$ cat src/hw/rtl/sobel_pkg.sv
// Shared types, constants and helpers for the Sobel edge threshold block.
package sobel_pkg;

    localparam int MAX_WIDTH  = 2048;
    localparam int PIXEL_BITS = 8;

    localparam int MAX_HEIGHT = 2048;
    localparam int MIN_DIM    = 3;

    // Field and register widths
    localparam int THR_W   = 11;
    localparam int CFG_W   = 12;
    localparam int POS_W   = 11;
    localparam int ROW_W   = 12;
    localparam int ADDR_W  = $clog2(MAX_WIDTH);
    localparam int DIM_W   = (ADDR_W + 1 > CFG_W) ? ADDR_W + 1 : CFG_W;
    localparam int SUM_W   = PIXEL_BITS + 2;
    localparam int MAG_W   = PIXEL_BITS + 3;
    localparam int CMP_W   = (MAG_W > THR_W) ? MAG_W : THR_W;

    // Register map
    localparam int REG_IDX_W = 2;
    localparam logic [REG_IDX_W-1:0] REG_EDGE_THRESHOLD = 2'd0;
    localparam logic [REG_IDX_W-1:0] REG_IMAGE_WIDTH    = 2'd1;
    localparam logic [REG_IDX_W-1:0] REG_IMAGE_HEIGHT   = 2'd2;

    localparam logic [THR_W-1:0] RST_EDGE_THRESHOLD = THR_W'(100);
    localparam logic [CFG_W-1:0] RST_IMAGE_WIDTH    = CFG_W'(640);
    localparam logic [CFG_W-1:0] RST_IMAGE_HEIGHT   = CFG_W'(480);

    // Queue between front and back
    localparam int WQ_DEPTH = 4;
    localparam int WQ_PTR_W = $clog2(WQ_DEPTH);
    localparam int WQ_CNT_W = $clog2(WQ_DEPTH + 1);

    // Result queue
    localparam int OQ_DEPTH = 4;
    localparam int OQ_PTR_W = $clog2(OQ_DEPTH);
    localparam int OQ_CNT_W = $clog2(OQ_DEPTH + 1);

    typedef struct packed {
        logic             result_valid;
        logic             is_edge;
        logic             on_border;
        logic [POS_W-1:0] pixel_row;
        logic [POS_W-1:0] pixel_column;
    } t_result;

    typedef struct packed {
        logic [ADDR_W-1:0]     addr;
        logic [PIXEL_BITS-1:0] pix;
        t_result               info;
    } t_work;

    function automatic logic [SUM_W-1:0] abs_diff(input logic [SUM_W-1:0] a,
                                                   input logic [SUM_W-1:0] b);
        return (a >= b) ? a - b : b - a;
    endfunction

    function automatic logic [SUM_W-1:0] weighted_sum(input logic [PIXEL_BITS-1:0] a,
                                                       input logic [PIXEL_BITS-1:0] b,
                                                       input logic [PIXEL_BITS-1:0] c);
        return SUM_W'(a) + {1'b0, b, 1'b0} + SUM_W'(c);
    endfunction

endpackage

$ cat src/hw/rtl/sobel_front.sv
// Front end: position counters and classification of each incoming pixel.
module sobel_front import sobel_pkg::*; (
    input  logic                  i_clk,
    input  logic                  i_rst_n,
    input  logic                  i_push,
    input  logic [PIXEL_BITS-1:0] i_pixel_value,
    input  logic                  i_frame_start,
    input  logic                  i_padding,
    input  logic [CFG_W-1:0]      i_image_width,
    input  logic [CFG_W-1:0]      i_image_height,
    input  logic                  i_q_full,
    output logic                  o_full,
    output logic                  o_q_push,
    output t_work                 o_work
);

    logic [ADDR_W-1:0] r_col, n_col;
    logic [ROW_W-1:0]  r_row, n_row;

    logic [ADDR_W-1:0] c;
    logic [ROW_W-1:0]  r;
    logic [DIM_W-1:0]  w, h, pr, pc, c_inc;
    logic              c_nz, valid_raw, valid, border, accept;

    assign accept   = i_push && !i_q_full;
    assign o_full   = i_q_full;
    assign o_q_push = accept;

    always_comb begin
        // clamp geometry to the supported range
        if (DIM_W'(i_image_width) < DIM_W'(MIN_DIM)) begin
            w = DIM_W'(MIN_DIM);
        end else if (DIM_W'(i_image_width) > DIM_W'(MAX_WIDTH)) begin
            w = DIM_W'(MAX_WIDTH);
        end else begin
            w = DIM_W'(i_image_width);
        end
        if (DIM_W'(i_image_height) < DIM_W'(MIN_DIM)) begin
            h = DIM_W'(MIN_DIM);
        end else if (DIM_W'(i_image_height) > DIM_W'(MAX_HEIGHT)) begin
            h = DIM_W'(MAX_HEIGHT);
        end else begin
            h = DIM_W'(i_image_height);
        end

        c = i_frame_start ? '0 : r_col;
        r = i_frame_start ? '0 : r_row;

        // the result belongs to the pixel one row up and one column left
        c_nz      = (c != '0);
        valid_raw = c_nz ? (r != '0) : (r >= ROW_W'(2));
        pr        = c_nz ? DIM_W'(r) - DIM_W'(1) : DIM_W'(r) - DIM_W'(2);
        pc        = c_nz ? DIM_W'(c) - DIM_W'(1) : w - DIM_W'(1);
        valid     = valid_raw && (pr < h) && (pc < w);
        border    = valid && ((pr == '0) || (pr == h - DIM_W'(1)) ||
                              (pc == '0) || (pc == w - DIM_W'(1)));

        o_work.addr              = c;
        o_work.pix               = i_padding ? '0 : i_pixel_value;
        o_work.info.result_valid = valid;
        o_work.info.is_edge      = 1'b0;
        o_work.info.on_border    = border;
        o_work.info.pixel_row    = valid ? POS_W'(pr) : '0;
        o_work.info.pixel_column = valid ? POS_W'(pc) : '0;

        // advance the raster position
        c_inc = DIM_W'(c) + DIM_W'(1);
        n_col = r_col;
        n_row = r_row;
        if (accept) begin
            if (c_inc >= w) begin
                n_col = '0;
                n_row = (r == '1) ? r : r + ROW_W'(1);
            end else begin
                n_col = ADDR_W'(c_inc);
                n_row = r;
            end
        end
    end

    always_ff @(posedge i_clk) begin
        if (!i_rst_n) begin
            r_col <= '0;
            r_row <= '0;
        end else begin
            r_col <= n_col;
            r_row <= n_row;
        end
    end

endmodule

$ cat config.mk
export PLATFORM = sky130hd
export DESIGN_NAME = sobel_front
export DESIGN_NICKNAME = d
export VERILOG_FILES = /design/src/hw/rtl/sobel_pkg.sv /design/src/hw/rtl/sobel_front.sv
export SDC_FILE = /design/constraint.sdc
export NUM_CORES = 1
export LEC_CHECK = 0
export BUFFER_PORTS_ARGS = -buffer_cell sky130_fd_sc_hd__clkbuf_2
export CAP_MARGIN = 20
export CORE_MARGIN = 2
export CORE_UTILIZATION = 40
export CTS_CLUSTER_DIAMETER = 40
export DETAILED_ROUTE_END_ITERATION = 16
export PLACE_DENSITY = 0.68
export SYNTH_ARGS = -nofsm -noshare
export SYNTH_HDL_FRONTEND = slang
export SYNTH_SLANG_ARGS = --single-unit
export TNS_END_PERCENT = 50
$ cat constraint.sdc
create_clock -name i_clk -period 11.75 [get_ports i_clk]
set_input_delay 1.7625 -clock i_clk [delete_from_list [all_inputs] [get_ports i_clk]]
set_output_delay 1.7625 -clock i_clk [all_outputs]
set_load 0.02 [all_outputs]
* Word level (Yosys, flattened, before mapping)
Index checks and enable logic that the tools add are counted.
** Cells by class
- $add $sub $neg :: 7
- Order comparisons :: 8
- Equal/unequal tests :: 3
- Muxes and demuxes :: 15
- Reduce and logical (&&, ||, !) cells :: 12
** Operator list (number)
- 12-bit 2-to-1 mux :: 9
- 11-bit 2-to-1 mux :: 4
- 12-bit by 1-bit subtractor with 12-bit output (second input constant) :: 3
- 12-bit equality test :: 2
- 12-bit greater-than comparator (second input constant) :: 2
- 12-bit zero test :: 2
- 12-bit < comparator :: 2
- 12-bit by 2-bit < comparator with 1-bit output (second input constant) :: 2
- 11-bit by 1-bit adder with 12-bit output (second input constant) :: 1
- 12-bit by 1-bit adder with 12-bit output (second input constant) :: 1
- 12-bit equality test (second input constant) :: 1
- 12-bit >= comparator :: 1
- 12-bit by 2-bit >= comparator with 1-bit output (second input constant) :: 1
- 12-bit nonzero test :: 1
- 11-bit by 1-bit subtractor with 12-bit output (second input constant) :: 1
- 12-bit by 2-bit subtractor with 12-bit output (second input constant) :: 1
- 11-bit nonzero test :: 1
- 8-bit 2-to-1 mux :: 1
- 1-bit logical AND :: 4
- 1-bit logical OR :: 3
- 1-bit zero test :: 1
- 1-bit 2-to-1 mux :: 1
** Word-level totals
- Register bits :: 23
- Input bits :: 38
- Output and inout port bits :: 46
- Logic and storage cells :: 47

* Longest topological paths before layout
- Depth after elaboration :: 9
- Gate-level depth with buffers :: 22

* Least setup slack after synthesis
No wires, ideal clock.
- Path kind :: input-to-output
- Start :: input port i_frame_start
- End :: output port o_work[16] in the netlist's numbering
- Arrival :: 5.711 ns
- Required time :: 9.988 ns
- Path slack :: 4.276 ns
- Stages on the path :: 19
- Path buffers :: 4
- Path through :: clkbuf_1 -> nand2b_1 -> ha_1 -> inv_1 -> o41ai_4 -> buf_2 -> mux2i_1 -> ha_1 -> nor2b_1 -> o21a_1 -> o21a_1 -> o21a_1 -> o21a_1 -> o211ai_1 -> a21oi_1 -> or3_1 -> clkbuf_1 -> clkbuf_1 -> a31oi_1
** RTL lines
- start, declared :: RTL line sobel_front.sv:7 : input logic i_frame_start,
- end, declared :: RTL line sobel_front.sv:14 : output t_work o_work

==> metrics.txt <==
final hold vios 0; FF+latch count, synth 23; Register Area 460 µm²; share of the yosys chip area belonging to registers 10.5%; via count 4941; Clock Pin Slew Worst Setup and Hold Paths 90 ps; Fmax 0.115 GHz; synthesis-to-finish area growth 10.3%; setup TNS 0 ps; RSZ-0062 raised after global routing no; cell with the most instances after synthesis nand2_1; GR Util All Layers 21.3%; # DRC 0; DP Cell Count 837; Cells after Synth 658; Chip Width 109 µm; # setup viols final 0; final design utilization 45.0%; Ports 84; synthesized area 4380 µm²; PostCTS Resize Cnt 0; Hold Path Class flip-flop to flip-flop; Routed Antenna Nets 0; yosys warns 0; Num CTS Buffers 3; Starting Density 40.8%; Mean Syn Cell Area 6.66 µm²; I/O Buffers 82; Final HPWL DP 10.2 mm; Max rail drop VDD 0.0425 mV; starting DRC count in detailed routing 394; ys flop type dfxtp_1; number of antenna violations at the first check in global routing 0; Yosys cell types 61; Clock Latency Late Sink 270 ps; Yosys top cell by area ha_1; Leak 0.00216 µW; layout cell share with drive strength beyond 1 13.7%; Die Area 11800 µm²; WS Path Type input port to primary output; Cell Area, Placed 4780 µm²; WL/cell 15.3 µm; global-route wire length before repair 20.6 mm; status complete, no violations; Routed WL 12.9 mm; Req. time, crit path 9990 ps; crit end category primary output; Core Region 10700 µm²; Max transition margin 41.4%; Setup WS post-layout 3080 ps; Least-Margin Pin Slew 871 ps; area share of the largest cell type after synthesis 13.1%; router iterations before antenna repair 5; dpl ws 3130 ps; max-slew violation count 0; vias in the first global route 4356; Arrival @ worst endpoint 6910 ps; nets 786; GP Congestion 0.927; Post-Layout Inst Area 4830 µm²; total clock sinks 23; net count after synthesis 742; top cells by count, synth nand2_1 (81), nor2_1 (61), ha_1 (46), nand3_1 (39), inv_1 (37); CTS max path bufs 2; CTS tree done; Post-synth EDFFs 0; startpoint class of the critical path input port; # H-tree levels 1; post-route insts no fill 841; clock root cell clkbuf_8; setup bufs post-CTS 0; PwrDens 45.5 nW/µm²; # diodes 0; global-route congestion overflow total 0; DR vias/cell 5.88; Filler Cell Count 1129; Max Cap Viol 0; Hold Buf Count CTS 0; Critical Path Fanout Max 47; final worst-path cycle share 73.8%; post-synthesis async set-or-reset flop share 0%; die height 109 µm; Final min period 8670 ps; area of the multi-input gates 3580 µm²; largest net degree at the start of global routing 48; FP Rows 38; skew final 9.24 ps; synth top area cells ha_1 (13%), dfxtp_1 (11%), nand2_1 (6.9%)
-- layout make-up --
| cell class | count | share of cell area, % |
|---|---|---|
| Clock buffer | 3 | 0.855 |
| Inverter | 38 | 2.95 |
| Sequential cell | 23 | 9.53 |
| Multi-Input combinational cell | 552 | 74.1 |
| Tap cell | 140 | 3.63 |
| Timing Repair Buffer | 84 | 8.81 |
| Clock inverter | 1 | 0.104 |
-- sequential cells by signal, indices dropped and copies added, names as in the netlist --
register and cells:
r_row 12, r_col 11
-- per-layer routing --
layer	track usage (%)	vias to the layer above	part of all wire, %
met2	35.1	187	44
met4	4.58	0	0.89
met5	0	-	0
met1	30.3	2300	49
li1	-	2443	-
met3	1.49	11	6.1
-- placed cells by master (no fill, tap or decap), types with 4 or more instances in the layout --
| cell type | n |
|---|---|
| o21a_1 | 13 |
| xor2_1 | 18 |
| nand2b_1 | 9 |
| xnor2_1 | 20 |
| ha_1 | 46 |
| nor4_1 | 12 |
| a21o_1 | 5 |
| or3_1 | 11 |
| a211oi_1 | 5 |
| nand4_1 | 10 |
| or4_1 | 5 |
| nor2b_1 | 32 |
| dfxtp_1 | 23 |
| and2_1 | 4 |
| nor3_1 | 26 |
| nand2_1 | 81 |
| a21oi_1 | 34 |
| nand3_1 | 39 |
| mux2i_1 | 13 |
| and3_1 | 8 |
| a21boi_0 | 13 |
| inv_1 | 37 |
| clkbuf_2 | 82 |
| a31oi_1 | 8 |
| nor2_1 | 61 |
| o2111ai_1 | 5 |
| o21ai_0 | 21 |
-- stage by stage --
step / hold WS (ps) / total power (µW)
after global placement: 478 / 168
after floorplan: 458 / 144
after global routing: 553 / 235
after CTS: 496 / 221
final: 494 / 220
after detailed placement: 480 / 170
-- path summary, 6_finish.rpt --
path / to / from / slack (ps) / cells past startpoint
min reg2reg: r_col[10] / r_col[10] / 490 / 2
max reg2reg: r_row[6] / r_col[0] / 7800 / 14
max: o_work[19] / i_frame_start / 3080 / 16
min: r_col[10] / r_col[10] / 490 / 2
-- cell families after synthesis --
logic type,after synthesis,synth area share (%)
fa+ha+maj,46,13.1
xor+xnor,38,7.60
flops,23,10.5
buf+inv,83,7.71
compound gates,144,23.1
simple gates,309,34.6
other cells,1,0.0856
mux,14,3.23
-- worst max-delay path, stage by stage --
cell and delay, ps:
clkbuf_2 70, buf_4 380, nand2b_1 250, ha_1 480, inv_1 230, o41ai_4 850, o21ai_1 200, or3_1 360
mux2i_1 120, a21oi_1 410, ha_1 320, a21oi_1 130, a21oi_1 90, or3_1 710, a21oi_1 310, clkbuf_2 210
-- where the power goes --
group	internal, µW	leakage [µW]	total (µW)	switching [µW]
Combinational	34.9	0.00195	90.7	55.8
Clock	23.7	0.0000255	50.5	26.8
Sequential	78.2	0.000185	78.8	0.579
(Power assumes the default switching activity.)
