--- src/hw/rtl/sobel_pkg.sv ---
// Shared types, constants and helpers for the Sobel edge threshold block.
package sobel_pkg;

    localparam int MAX_WIDTH  = 2048;
    localparam int PIXEL_BITS = 8;

    localparam int MAX_HEIGHT = 2048;
    localparam int MIN_DIM    = 3;

    // Field and register widths
    localparam int THR_W   = 11;
    localparam int CFG_W   = 12;
    localparam int POS_W   = 11;
    localparam int ROW_W   = 12;
    localparam int ADDR_W  = $clog2(MAX_WIDTH);
    localparam int DIM_W   = (ADDR_W + 1 > CFG_W) ? ADDR_W + 1 : CFG_W;
    localparam int SUM_W   = PIXEL_BITS + 2;
    localparam int MAG_W   = PIXEL_BITS + 3;
    localparam int CMP_W   = (MAG_W > THR_W) ? MAG_W : THR_W;

    // Register map
    localparam int REG_IDX_W = 2;
    localparam logic [REG_IDX_W-1:0] REG_EDGE_THRESHOLD = 2'd0;
    localparam logic [REG_IDX_W-1:0] REG_IMAGE_WIDTH    = 2'd1;
    localparam logic [REG_IDX_W-1:0] REG_IMAGE_HEIGHT   = 2'd2;

    localparam logic [THR_W-1:0] RST_EDGE_THRESHOLD = THR_W'(100);
    localparam logic [CFG_W-1:0] RST_IMAGE_WIDTH    = CFG_W'(640);
    localparam logic [CFG_W-1:0] RST_IMAGE_HEIGHT   = CFG_W'(480);

    // Queue between front and back
    localparam int WQ_DEPTH = 4;
    localparam int WQ_PTR_W = $clog2(WQ_DEPTH);
    localparam int WQ_CNT_W = $clog2(WQ_DEPTH + 1);

    // Result queue
    localparam int OQ_DEPTH = 4;
    localparam int OQ_PTR_W = $clog2(OQ_DEPTH);
    localparam int OQ_CNT_W = $clog2(OQ_DEPTH + 1);

    typedef struct packed {
        logic             result_valid;
        logic             is_edge;
        logic             on_border;
        logic [POS_W-1:0] pixel_row;
        logic [POS_W-1:0] pixel_column;
    } t_result;

    typedef struct packed {
        logic [ADDR_W-1:0]     addr;
        logic [PIXEL_BITS-1:0] pix;
        t_result               info;
    } t_work;

    function automatic logic [SUM_W-1:0] abs_diff(input logic [SUM_W-1:0] a,
                                                   input logic [SUM_W-1:0] b);
        return (a >= b) ? a - b : b - a;
    endfunction

    function automatic logic [SUM_W-1:0] weighted_sum(input logic [PIXEL_BITS-1:0] a,
                                                       input logic [PIXEL_BITS-1:0] b,
                                                       input logic [PIXEL_BITS-1:0] c);
        return SUM_W'(a) + {1'b0, b, 1'b0} + SUM_W'(c);
    endfunction

endpackage

--- src/hw/rtl/sobel_queue.sv ---
// Short queue of classified requests between the front and back ends.
module sobel_queue import sobel_pkg::*; (
    input  logic  i_clk,
    input  logic  i_rst_n,
    input  logic  i_push,
    input  t_work i_item,
    output logic  o_full,
    input  logic  i_pop,
    output logic  o_empty,
    output t_work o_head
);

    t_work               r_slot [WQ_DEPTH];
    logic [WQ_PTR_W-1:0] r_wp, r_rp;
    logic [WQ_CNT_W-1:0] r_cnt;
    logic                do_push, do_pop;

    assign o_full  = (r_cnt == WQ_CNT_W'(WQ_DEPTH));
    assign o_empty = (r_cnt == '0);
    assign o_head  = r_slot[r_rp];
    assign do_push = i_push && !o_full;
    assign do_pop  = i_pop && !o_empty;

    always_ff @(posedge i_clk) begin
        if (do_push) begin
            r_slot[r_wp] <= i_item;
        end
    end

    always_ff @(posedge i_clk) begin
        if (!i_rst_n) begin
            r_wp  <= '0;
            r_rp  <= '0;
            r_cnt <= '0;
        end else begin
            if (do_push) begin
                r_wp <= (r_wp == WQ_PTR_W'(WQ_DEPTH - 1)) ? '0 : r_wp + WQ_PTR_W'(1);
            end
            if (do_pop) begin
                r_rp <= (r_rp == WQ_PTR_W'(WQ_DEPTH - 1)) ? '0 : r_rp + WQ_PTR_W'(1);
            end
            if (do_push && !do_pop) begin
                r_cnt <= r_cnt + WQ_CNT_W'(1);
            end else if (do_pop && !do_push) begin
                r_cnt <= r_cnt - WQ_CNT_W'(1);
            end
        end
    end

endmodule

--- config.mk ---
export PLATFORM = sky130hd
export DESIGN_NAME = sobel_queue
export DESIGN_NICKNAME = d
export VERILOG_FILES = /design/src/hw/rtl/sobel_pkg.sv /design/src/hw/rtl/sobel_queue.sv
export SDC_FILE = /design/constraint.sdc
export NUM_CORES = 1
export LEC_CHECK = 0
export BUFFER_PORTS_ARGS = -buffer_cell sky130_fd_sc_hd__buf_2
export CAP_MARGIN = 20
export CELL_PAD_IN_SITES_DETAIL_PLACEMENT = 1
export CELL_PAD_IN_SITES_GLOBAL_PLACEMENT = 1
export CORE_ASPECT_RATIO = 0.5
export CORE_MARGIN = 10
export CORE_UTILIZATION = 48
export CTS_CLUSTER_SIZE = 24
export DETAILED_ROUTE_END_ITERATION = 10
export GPL_TIMING_DRIVEN = 0
export MAX_ROUTING_LAYER = met4
export PLACE_DENSITY_LB_ADDON = 0.3
export SYNTH_ARGS = -nofsm -noshare
export SYNTH_HDL_FRONTEND = slang
export SYNTH_SLANG_ARGS = --single-unit
--- constraint.sdc ---
create_clock -name i_clk -period 3.7 [get_ports i_clk]
set_clock_uncertainty 0.15 [all_clocks]
set_input_delay 0.37 -clock i_clk [delete_from_list [all_inputs] [get_ports i_clk]]
set_output_delay 0.37 -clock i_clk [all_outputs]
set_load 0.005 [all_outputs]
Word-level counts from Yosys, hierarchy flattened
Memory sizes are Yosys's and may differ from the RTL's. A register that Yosys moved wholly into a read port is not among the register bits.
Cells that the tools add are included.
{ "totals": {"romBits": 0, "register_bits": 7, "memories": 1, "word_cells": 29, "ramBits": 176, "latchBits": 0, "input_bits": 48} }
{ "mem_list": {"columns": ["memory", "depth", "word_bits", "rd", "rd_clocked_by_memory_dff", "write_ports", "line_no", "rtl"], "rows": [
  ["r_slot", 4, 44, 1, 1, 1, "sobel_queue.sv:13", "t_work r_slot [WQ_DEPTH];"]
]} }
{ "classes": {"bitwise_logic": 0, "magnitude_cmp": 0, "shift": 0, "reduce_logical": 10, "multipliers": 0, "div": 0, "n_mux": 8, "n_eq_ne": 3, "add_sub_neg": 4} }
{ "op_table": {"columns": ["cell", "count"], "rows": [
  ["$mux W2", 4],
  ["$mux W3", 2],
  ["$add A2 B1 Y2 const B", 2],
  ["$eq A2 B2 Y1 const B", 2],
  ["$logic_and A1 B1 Y1", 4],
  ["$logic_not A1 Y1", 4],
  ["$add A3 B1 Y3 const B", 1],
  ["$eq A3 B3 Y1 const B", 1],
  ["$logic_not A3 Y1", 1],
  ["$sub A3 B1 Y3 const B", 1],
  ["$mux W1", 2],
  ["$reduce_bool A2 Y1", 1]
]} }

Depth between registers and ports, before layout
Gate-level depths: netlist (run 1).
{ "logic_depth": {"word_depth": 7, "mapped_depth": 9, "depth_no_buf": 8} }

Worst setup path before layout (run 1)
No wires, ideal clock.
{ "synth_path": {"kind": "register to register", "from": "register r_cnt[0]", "to": "memory r_slot[0][0] in the netlist's numbering, enable pin", "arrival_time_ns": 1.842, "path_stages_with_launch": 5, "path_slack_ns": 1.302, "required_time_ns": 3.144, "n_path_buf": 1, "cell_sequence": "dfxtp_1 > nor3b_2 > nor2b_1 > buf_2 > and2_1"} }
{ "synth_between": {"elab_chain_len": 5} }
{ "synth_lines": {"columns": ["element", "line_no", "rtl"], "rows": [
  ["start, declared", "sobel_queue.sv:15", "logic [WQ_CNT_W-1:0] r_cnt;"],
  ["start signal, assigned", "sobel_queue.sv:43", "r_cnt <= r_cnt + WQ_CNT_W'(1);"],
  ["start signal, assigned", "sobel_queue.sv:45", "r_cnt <= r_cnt - WQ_CNT_W'(1);"],
  ["$eq A3 B3 Y1", "sobel_queue.sv:18", "assign o_full = (r_cnt == WQ_CNT_W'(WQ_DEPTH));"],
  ["via o_full", "sobel_queue.sv:7", "output logic o_full,"],
  ["$logic_not A1 Y1", "sobel_queue.sv:21", "assign do_push = i_push && !o_full;"],
  ["$logic_and A1 B1 Y1", "sobel_queue.sv:21", null],
  ["via do_push", "sobel_queue.sv:16", "logic do_push, do_pop;"],
  ["$mux W1", "sobel_queue.sv:25", "if (do_push) begin"],
  ["$mux W1 (implied by the code)", "sobel_queue.sv:26", "r_slot[r_wp] <= i_item;"],
  ["end, declared", "sobel_queue.sv:13", null]
]} }
The timed path passes the listed nets, and every way through them passes these cells.

Worst setup path after layout (run 1)
{ "layout_path": {"from": "register r_cnt[0]", "to": "register r_cnt[2]"} }
{ "layout_between": {"elab_chain_len": 6} }
{ "layout_lines": {"columns": ["element"], "rows": [
  ["parallel branches: the longest is 6 deep, another holds $sub A3 B1 Y3"]
]} }
Several ways; the timed one is not identified. The select of a mux whose other input is x is not followed.
A chain may end at the register's enable or synchronous reset.

==> results.py, run 1 <==
metrics = {
    "min_path": {
        "hold_depth": 1,
        "hold_class": "input pin to register",
        "hold_end": "r_slot[3][41]",
        "hold_start": "i_item[41]",
    },
    "clock_network": {
        "clkTransAtPathRegs_ns": 0.07,
        "clock_sinks": 185,
        "cts_max_path_buffers": 2,
        "cts_tree": "yes",
        "cts_made_buffers": 17,
        "htree_num_levels": 4,
        "clock_latency_ns": 0.42,
        "cts-root-buf": "clkbuf_16",
        "cts_setup_buffers": 0,
    },
    "timing": {
        "min_period_ns": 2.65,
        "fin_crit_sh_pct": 71.7,
        "slew_headroom_pct": 53.6,
        "finalSetupTns_ns": 0,
        "worst_pin_slew_ns": 0.690,
        "final.setup.worst_slack_ns": 1.05,
        "hold_violations": 0,
        "fmaxAchievable_mhz": 377,
        "final_max_slew_viol_count": 0,
        "rsz0062_at_grt": "no",
        "setup_viol": 0,
    },
    "final_layout": {
        "fin_area_um2": 8310,
        "layoutNonFillerInstCount": 607,
        "areaGrowthSynthToFinish_pct": 20.7,
        "layout-drive-gt1-share_pct": 44.6,
        "nNetsFinal": 456,
        "layout_common_cells": "edfxtp_1 (176), buf_2 (98), mux4_2 (40), clkbuf_16 (17), dfxtp_1 (9)",
        "final_common_cell": "edfxtp_1",
    },
    "die": {
        "fp.dieH_um": 105,
        "rows": 30,
        "die-area_um2": 19800,
        "io_pins": 94,
        "die_w_um": 189,
        "initial_core_util_pct": 49.9,
        "core_um2": 13800,
    },
    "place": {
        "dp_cells": 570,
        "pre_cts_slack_ns": 0.999,
        "port_buffers": 93,
        "place_congestion": 0.711,
        "placed_area_um2": 7680,
        "hpwl_um": 8950,
    },
    "pwr": {
        "p_total_mw": 5.65,
        "powerDensity_nw_per_um2": 680,
        "ir_worst_vdd_uv": 429,
        "p_leak_nw": 2.84,
    },
    "critical_path": {
        "crit_arrival_ns": 2.85,
        "reg2reg_slack_ns": 1.05,
        "rr_endpoint": "r_cnt[2]",
        "cp-end-kind": "register",
        "worstPathRequired_ns": 3.90,
        "worst-r2r-cell-count": 7,
        "crit_fanout": 5,
        "critPathLaunchType": "register",
        "timing.rr.start": "r_cnt[0]",
        "timing_worst_setup_path_type": "register to register",
    },
    "detailed_routing": {
        "drt-initial-drc-count": 154,
        "first_pass_iters": 4,
        "wl_per_cell_um": 21.8,
        "drc_errors": 0,
        "vias": 3149,
        "antenna_left": 0,
        "wl_um": 13200,
        "vias_per_cell": 5.19,
    },
    "synth": {
        "ys_warn_count": 0,
        "ys.flop_type": "edfxtp_1",
        "synth_top_area_cell": "edfxtp_1",
        "netlist.area_leader.share_pct": 76.7,
        "synth_nets": 336,
        "ys_seq_area_share_pct": 79.3,
        "synth_seq_cells": 185,
        "avgSynthCellArea_um2": 24.5,
        "synth_edf_count": 176,
        "postSynthCellCount": 281,
        "syn_area_um2": 6890,
        "async_flop_share_pct": 0,
        "ys_top_cells_by_area": "edfxtp_1 (77%), mux4_2 (13%), dfxtp_1 (2.6%)",
        "synth.distinct_cells": 26,
    },
    "global_routing": {
        "antenna_found_initial": 2,
        "gr-total-overflow": 0,
        "grt_pass1_wl_um": 21100,
        "grt_start_max_net_pins": 34,
        "grt_pass1_vias": 3682,
        "grt_use_total_pct": 14.4,
    },
    "run": {
        "cap_violations": 0,
    },
    "run_status": {
        "status": "complete, no violations",
    },
}
where the power goes:
group / internal (mW) / switching (mW)
combinational: 0.660 / 0.578
sequential: 2.55 / 0.0787
clock: 1.01 / 0.775
total: 4.22 / 1.43
layout make-up:
cell class / count / area, µm²
flip-flops and latches: 185 / 5470
diodes: 2 / 5.00
well taps: 192 / 240
inverters: 3 / 11.3
repair buffers: 101 / 586
clock buffers: 17 / 425
fillers: 1212 / 5500
plain buffers: 12 / 125
multi-input cells: 81 / 1290
clock inverters: 14 / 163
metal layers:
layer / GRT usage (%) / vias to the layer above / share of wire (%)
li1: - / 1420 / -
met1: 16.2 / 1668 / 42
met2: 24.5 / 56 / 54
met3: 4.15 / 5 / 3.2
met4: 4.22 / 0 / 0.67
met5: - / - / 0
synth_stat cells, types with 2 or more instances:
| cell | number |
|---|---|
| nand2_1 | 6 |
| mux2i_1 | 3 |
| inv_1 | 3 |
| dfxtp_1 | 9 |
| nor2b_1 | 2 |
| nand3_1 | 2 |
| and2_1 | 5 |
| o21ai_0 | 3 |
| buf_2 | 5 |
| edfxtp_1 | 176 |
| ha_1 | 6 |
| buf_12 | 4 |
| nor2_1 | 2 |
| mux4_2 | 40 |
| mux4_1 | 4 |
kinds of logic after synthesis:
group | count (synthesis) | share of synthesized area [%]
AO/OA/AOI/OAI | 5 | 0.436
XOR/XNOR | 2 | 0.254
adder cells (fa/ha/maj) | 7 | 1.38
buffers and inverters | 15 | 1.98
flip-flops | 185 | 79.3
multiplexers | 47 | 15.0
AND/OR/NAND/NOR | 20 | 1.56
repair_timing:
item                       in CTS  in global routing
resized for setup               0                  0
hold endpoints to repair        8                  7
hold buffers                    2                  2
setup endpoints to repair       0                  0
metrics by stage:
stage               hold slack (ns)  util, %
floorplan                     0.318        -
CTS                        0.000558     60.0
global placement              0.326     55.0
global route               0.000748     60.2
finish                       0.0141     60.2
detailed placement            0.370     55.6
flip-flops by register name, summed over array words and instances (netlist names), named ones only:
name and flops:
r_cnt 3, r_rp 2, r_slot 176, r_wp 2
worst max-delay path, stage by stage, from the launching register on:
cell	delay, ns
dfxtp_1	0.39
o31ai_1	0.63
ha_1	0.32
inv_1	0.07
fa_1	0.37
xor2_1	0.18
or3_1	0.30
a21boi_0	0.17
how the worst max path moves through the flow:
stage	start	end	slack [ns]	cells after the start
floorplan	r_cnt[0]	r_slot[0][0]	1.30	4
global route	r_cnt[1]	r_cnt[2]	0.80	7
finish	r_cnt[0]	r_cnt[2]	1.05	7
CTS	r_cnt[0]	r_cnt[2]	0.95	7
global placement	r_cnt[0]	r_slot[0][17]	0.53	4
detailed placement	r_cnt[0]	r_cnt[2]	1.0	7
(Power assumes the default switching activity.)
==> inputs of run 2 (changes only) <==
- clock period: 3.7 -> 2.7 ns (I/O delays scaled with it)
==> results.py, run 2 (synthesis results as in run 1) <==
metrics = {
    "detailed_routing": {
        "drt-initial-drc-count": 200,
        "drc_errors": 0,
        "wl_um": 14000,
        "vias_per_cell": 5.15,
        "vias": 3323,
        "antenna_left": 0,
        "first_pass_iters": 4,
        "wl_per_cell_um": 21.7,
    },
    "clock_network": {
        "cts_made_buffers": 17,
        "htree_num_levels": 4,
        "clkTransAtPathRegs_ns": 0.07,
        "cts_setup_buffers": 0,
        "clock_latency_ns": 0.41,
        "cts_max_path_buffers": 2,
        "clock_sinks": 185,
        "cts-root-buf": "clkbuf_16",
        "cts_tree": "yes",
    },
    "timing": {
        "finalSetupTns_ns": 0,
        "fin_crit_sh_pct": 95.1,
        "worst_pin_slew_ns": 0.468,
        "final_max_slew_viol_count": 0,
        "hold-worst-slack_ns": 0.0210,
        "min_period_ns": 2.57,
        "fmaxAchievable_mhz": 389,
        "slew_headroom_pct": 68.6,
        "setup_viol": 0,
        "rsz0062_at_grt": "no",
        "hold_violations": 0,
    },
    "place": {
        "hpwl_um": 8950,
        "place_congestion": 0.711,
        "port_buffers": 93,
    },
    "critical_path": {
        "slowest_stage": "o31ai_2",
        "timing_worst_setup_path_type": "register to register",
        "timing.rr.start": "r_cnt[1]",
        "worst-r2r-cell-count": 7,
        "max_stage_delay_ns": 0.49,
        "reg2reg_slack_ns": 0.13,
        "cp_num_buf_inv": 1,
        "crit_path_cell_trace": "o31ai_2, ha_1, inv_1, fa_1, xor2_1, or3_1, a21boi_0",
        "worstPathRequired_ns": 2.88,
        "cp_top_family": "compound AO/OA/AOI/OAI gates",
        "crit_fanout": 5,
        "crit_cells": 7,
        "critPathLaunchType": "register",
        "rr_endpoint": "r_cnt[2]",
        "crit_arrival_ns": 2.74,
        "cp-end-kind": "register",
    },
    "min_path": {
        "hold_depth": 3,
        "hold_end": "r_rp[1]",
        "hold_class": "input pin to register",
        "hold_start": "i_rst_n",
    },
    "pwr": {
        "ir_worst_vdd_uv": 560,
        "p_comb_share_pct": 22.5,
        "powerDensity_nw_per_um2": 898,
        "power_frac_clock_pct": 31.4,
        "p_total_mw": 7.82,
        "power_switching_mw": 2.00,
        "p_sw_share_pct": 25.6,
        "pwr-share-seq_pct": 46.1,
        "p_leak_nw": 3.01,
        "intPower_mw": 5.82,
    },
    "final_layout": {
        "insertedDiodeCount": 0,
        "nNetsFinal": 496,
        "largest_register_ffs": 176,
        "top_register": "r_slot",
        "layout_common_cells": "edfxtp_1 (176), buf_2 (98), dlygate4sd3_1 (44), mux4_2 (40), clkbuf_16 (17)",
        "layout-drive-gt1-share_pct": 40.8,
        "areaGrowthSynthToFinish_pct": 26.5,
        "top_regs": "r_slot x176, r_cnt x3",
        "final_common_cell": "edfxtp_1",
    },
    "die": {
        "initial_core_util_pct": 49.9,
        "io_pins": 94,
        "die_w_um": 189,
        "rows": 30,
        "core_um2": 13800,
        "die-area_um2": 19800,
        "fp.dieH_um": 105,
    },
    "global_routing": {
        "gr-total-overflow": 0,
        "grt_pass1_vias": 3902,
        "grt_start_max_net_pins": 34,
        "grt_use_total_pct": 15.0,
        "grt_pass1_wl_um": 22100,
        "antenna_found_initial": 0,
    },
    "run": {
        "cap_violations": 0,
    },
    "run_status": {
        "status": "complete, no violations",
    },
}
==> run 2: what timing repair did <==
item / in CTS / in global routing
endpoints found under the hold margin: 176 / 0
hold buffers: 44 / 0
resized for setup: 1 / 0
endpoints found under the setup margin: 1 / 0
==> run 2: worst max path at each step <==
| stage | end | from | slack [ns] |
|---|---|---|---|
| floorplan | r_slot[0][0] | r_cnt[0] | 0.30 |
| global placement | r_slot[0][17] | r_cnt[0] | -0.47 |
| detailed placement | r_cnt[2] | r_cnt[0] | -0.001 |
| CTS | r_cnt[2] | r_cnt[1] | 0.17 |
| global route | r_cnt[2] | r_cnt[1] | 0.03 |
| finish | r_cnt[2] | r_cnt[1] | 0.13 |
==> run 2: power by group through the flow <==
stage          sequential, mW  clock (mW)  combinational [mW]
4_1_cts                  3.61        2.51                1.81
5_1_grt                  3.63        2.64                1.94
2_1_floorplan            3.63           0                1.08
6_report                 3.61        2.46                1.76
3_5_place_dp             3.66           0                1.75
3_3_place_gp             3.65           0                1.64
==> run 2: metrics by stage <==
| stage | area [µm²] | std cells | setup WS, ns | util [%] |
|---|---|---|---|---|
| floorplan | 6890 | 281 | 0.302 | - |
| global placement | 7590 | 566 | -0.475 | 55.0 |
| detailed placement | 7680 | 570 | -0.00141 | 55.6 |
| CTS | 8710 | 645 | 0.173 | 63.1 |
| global route | 8710 | 645 | 0.0329 | 63.1 |
| finish | 8710 | 645 | 0.132 | 63.1 |
==> run 2: per-layer routing <==
metal / share of wire (%) / GRT usage [%]
met2: 53 / 25.5
met3: 3.0 / 4.11
met1: 43 / 17.2
met4: 0.74 / 4.11
met5: 0 / -
==> run 2: layout make-up <==
class	instances	area, µm²
timing repair buffer	141	986
clock buffer	17	425
fill	1206	5100
clock inverter	14	163
tap	192	240
buffer	12	125
sequential	185	5470
multi-input combinational	81	1300
inverter	3	11.3
==> run 2: worst reg2reg max path: stages (launching register included) <==
cell      delay [ns]
dfxtp_1         0.38
o31ai_2         0.49
ha_1            0.29
inv_1           0.07
fa_1            0.37
xor2_1          0.18
or3_1           0.32
a21boi_0        0.22
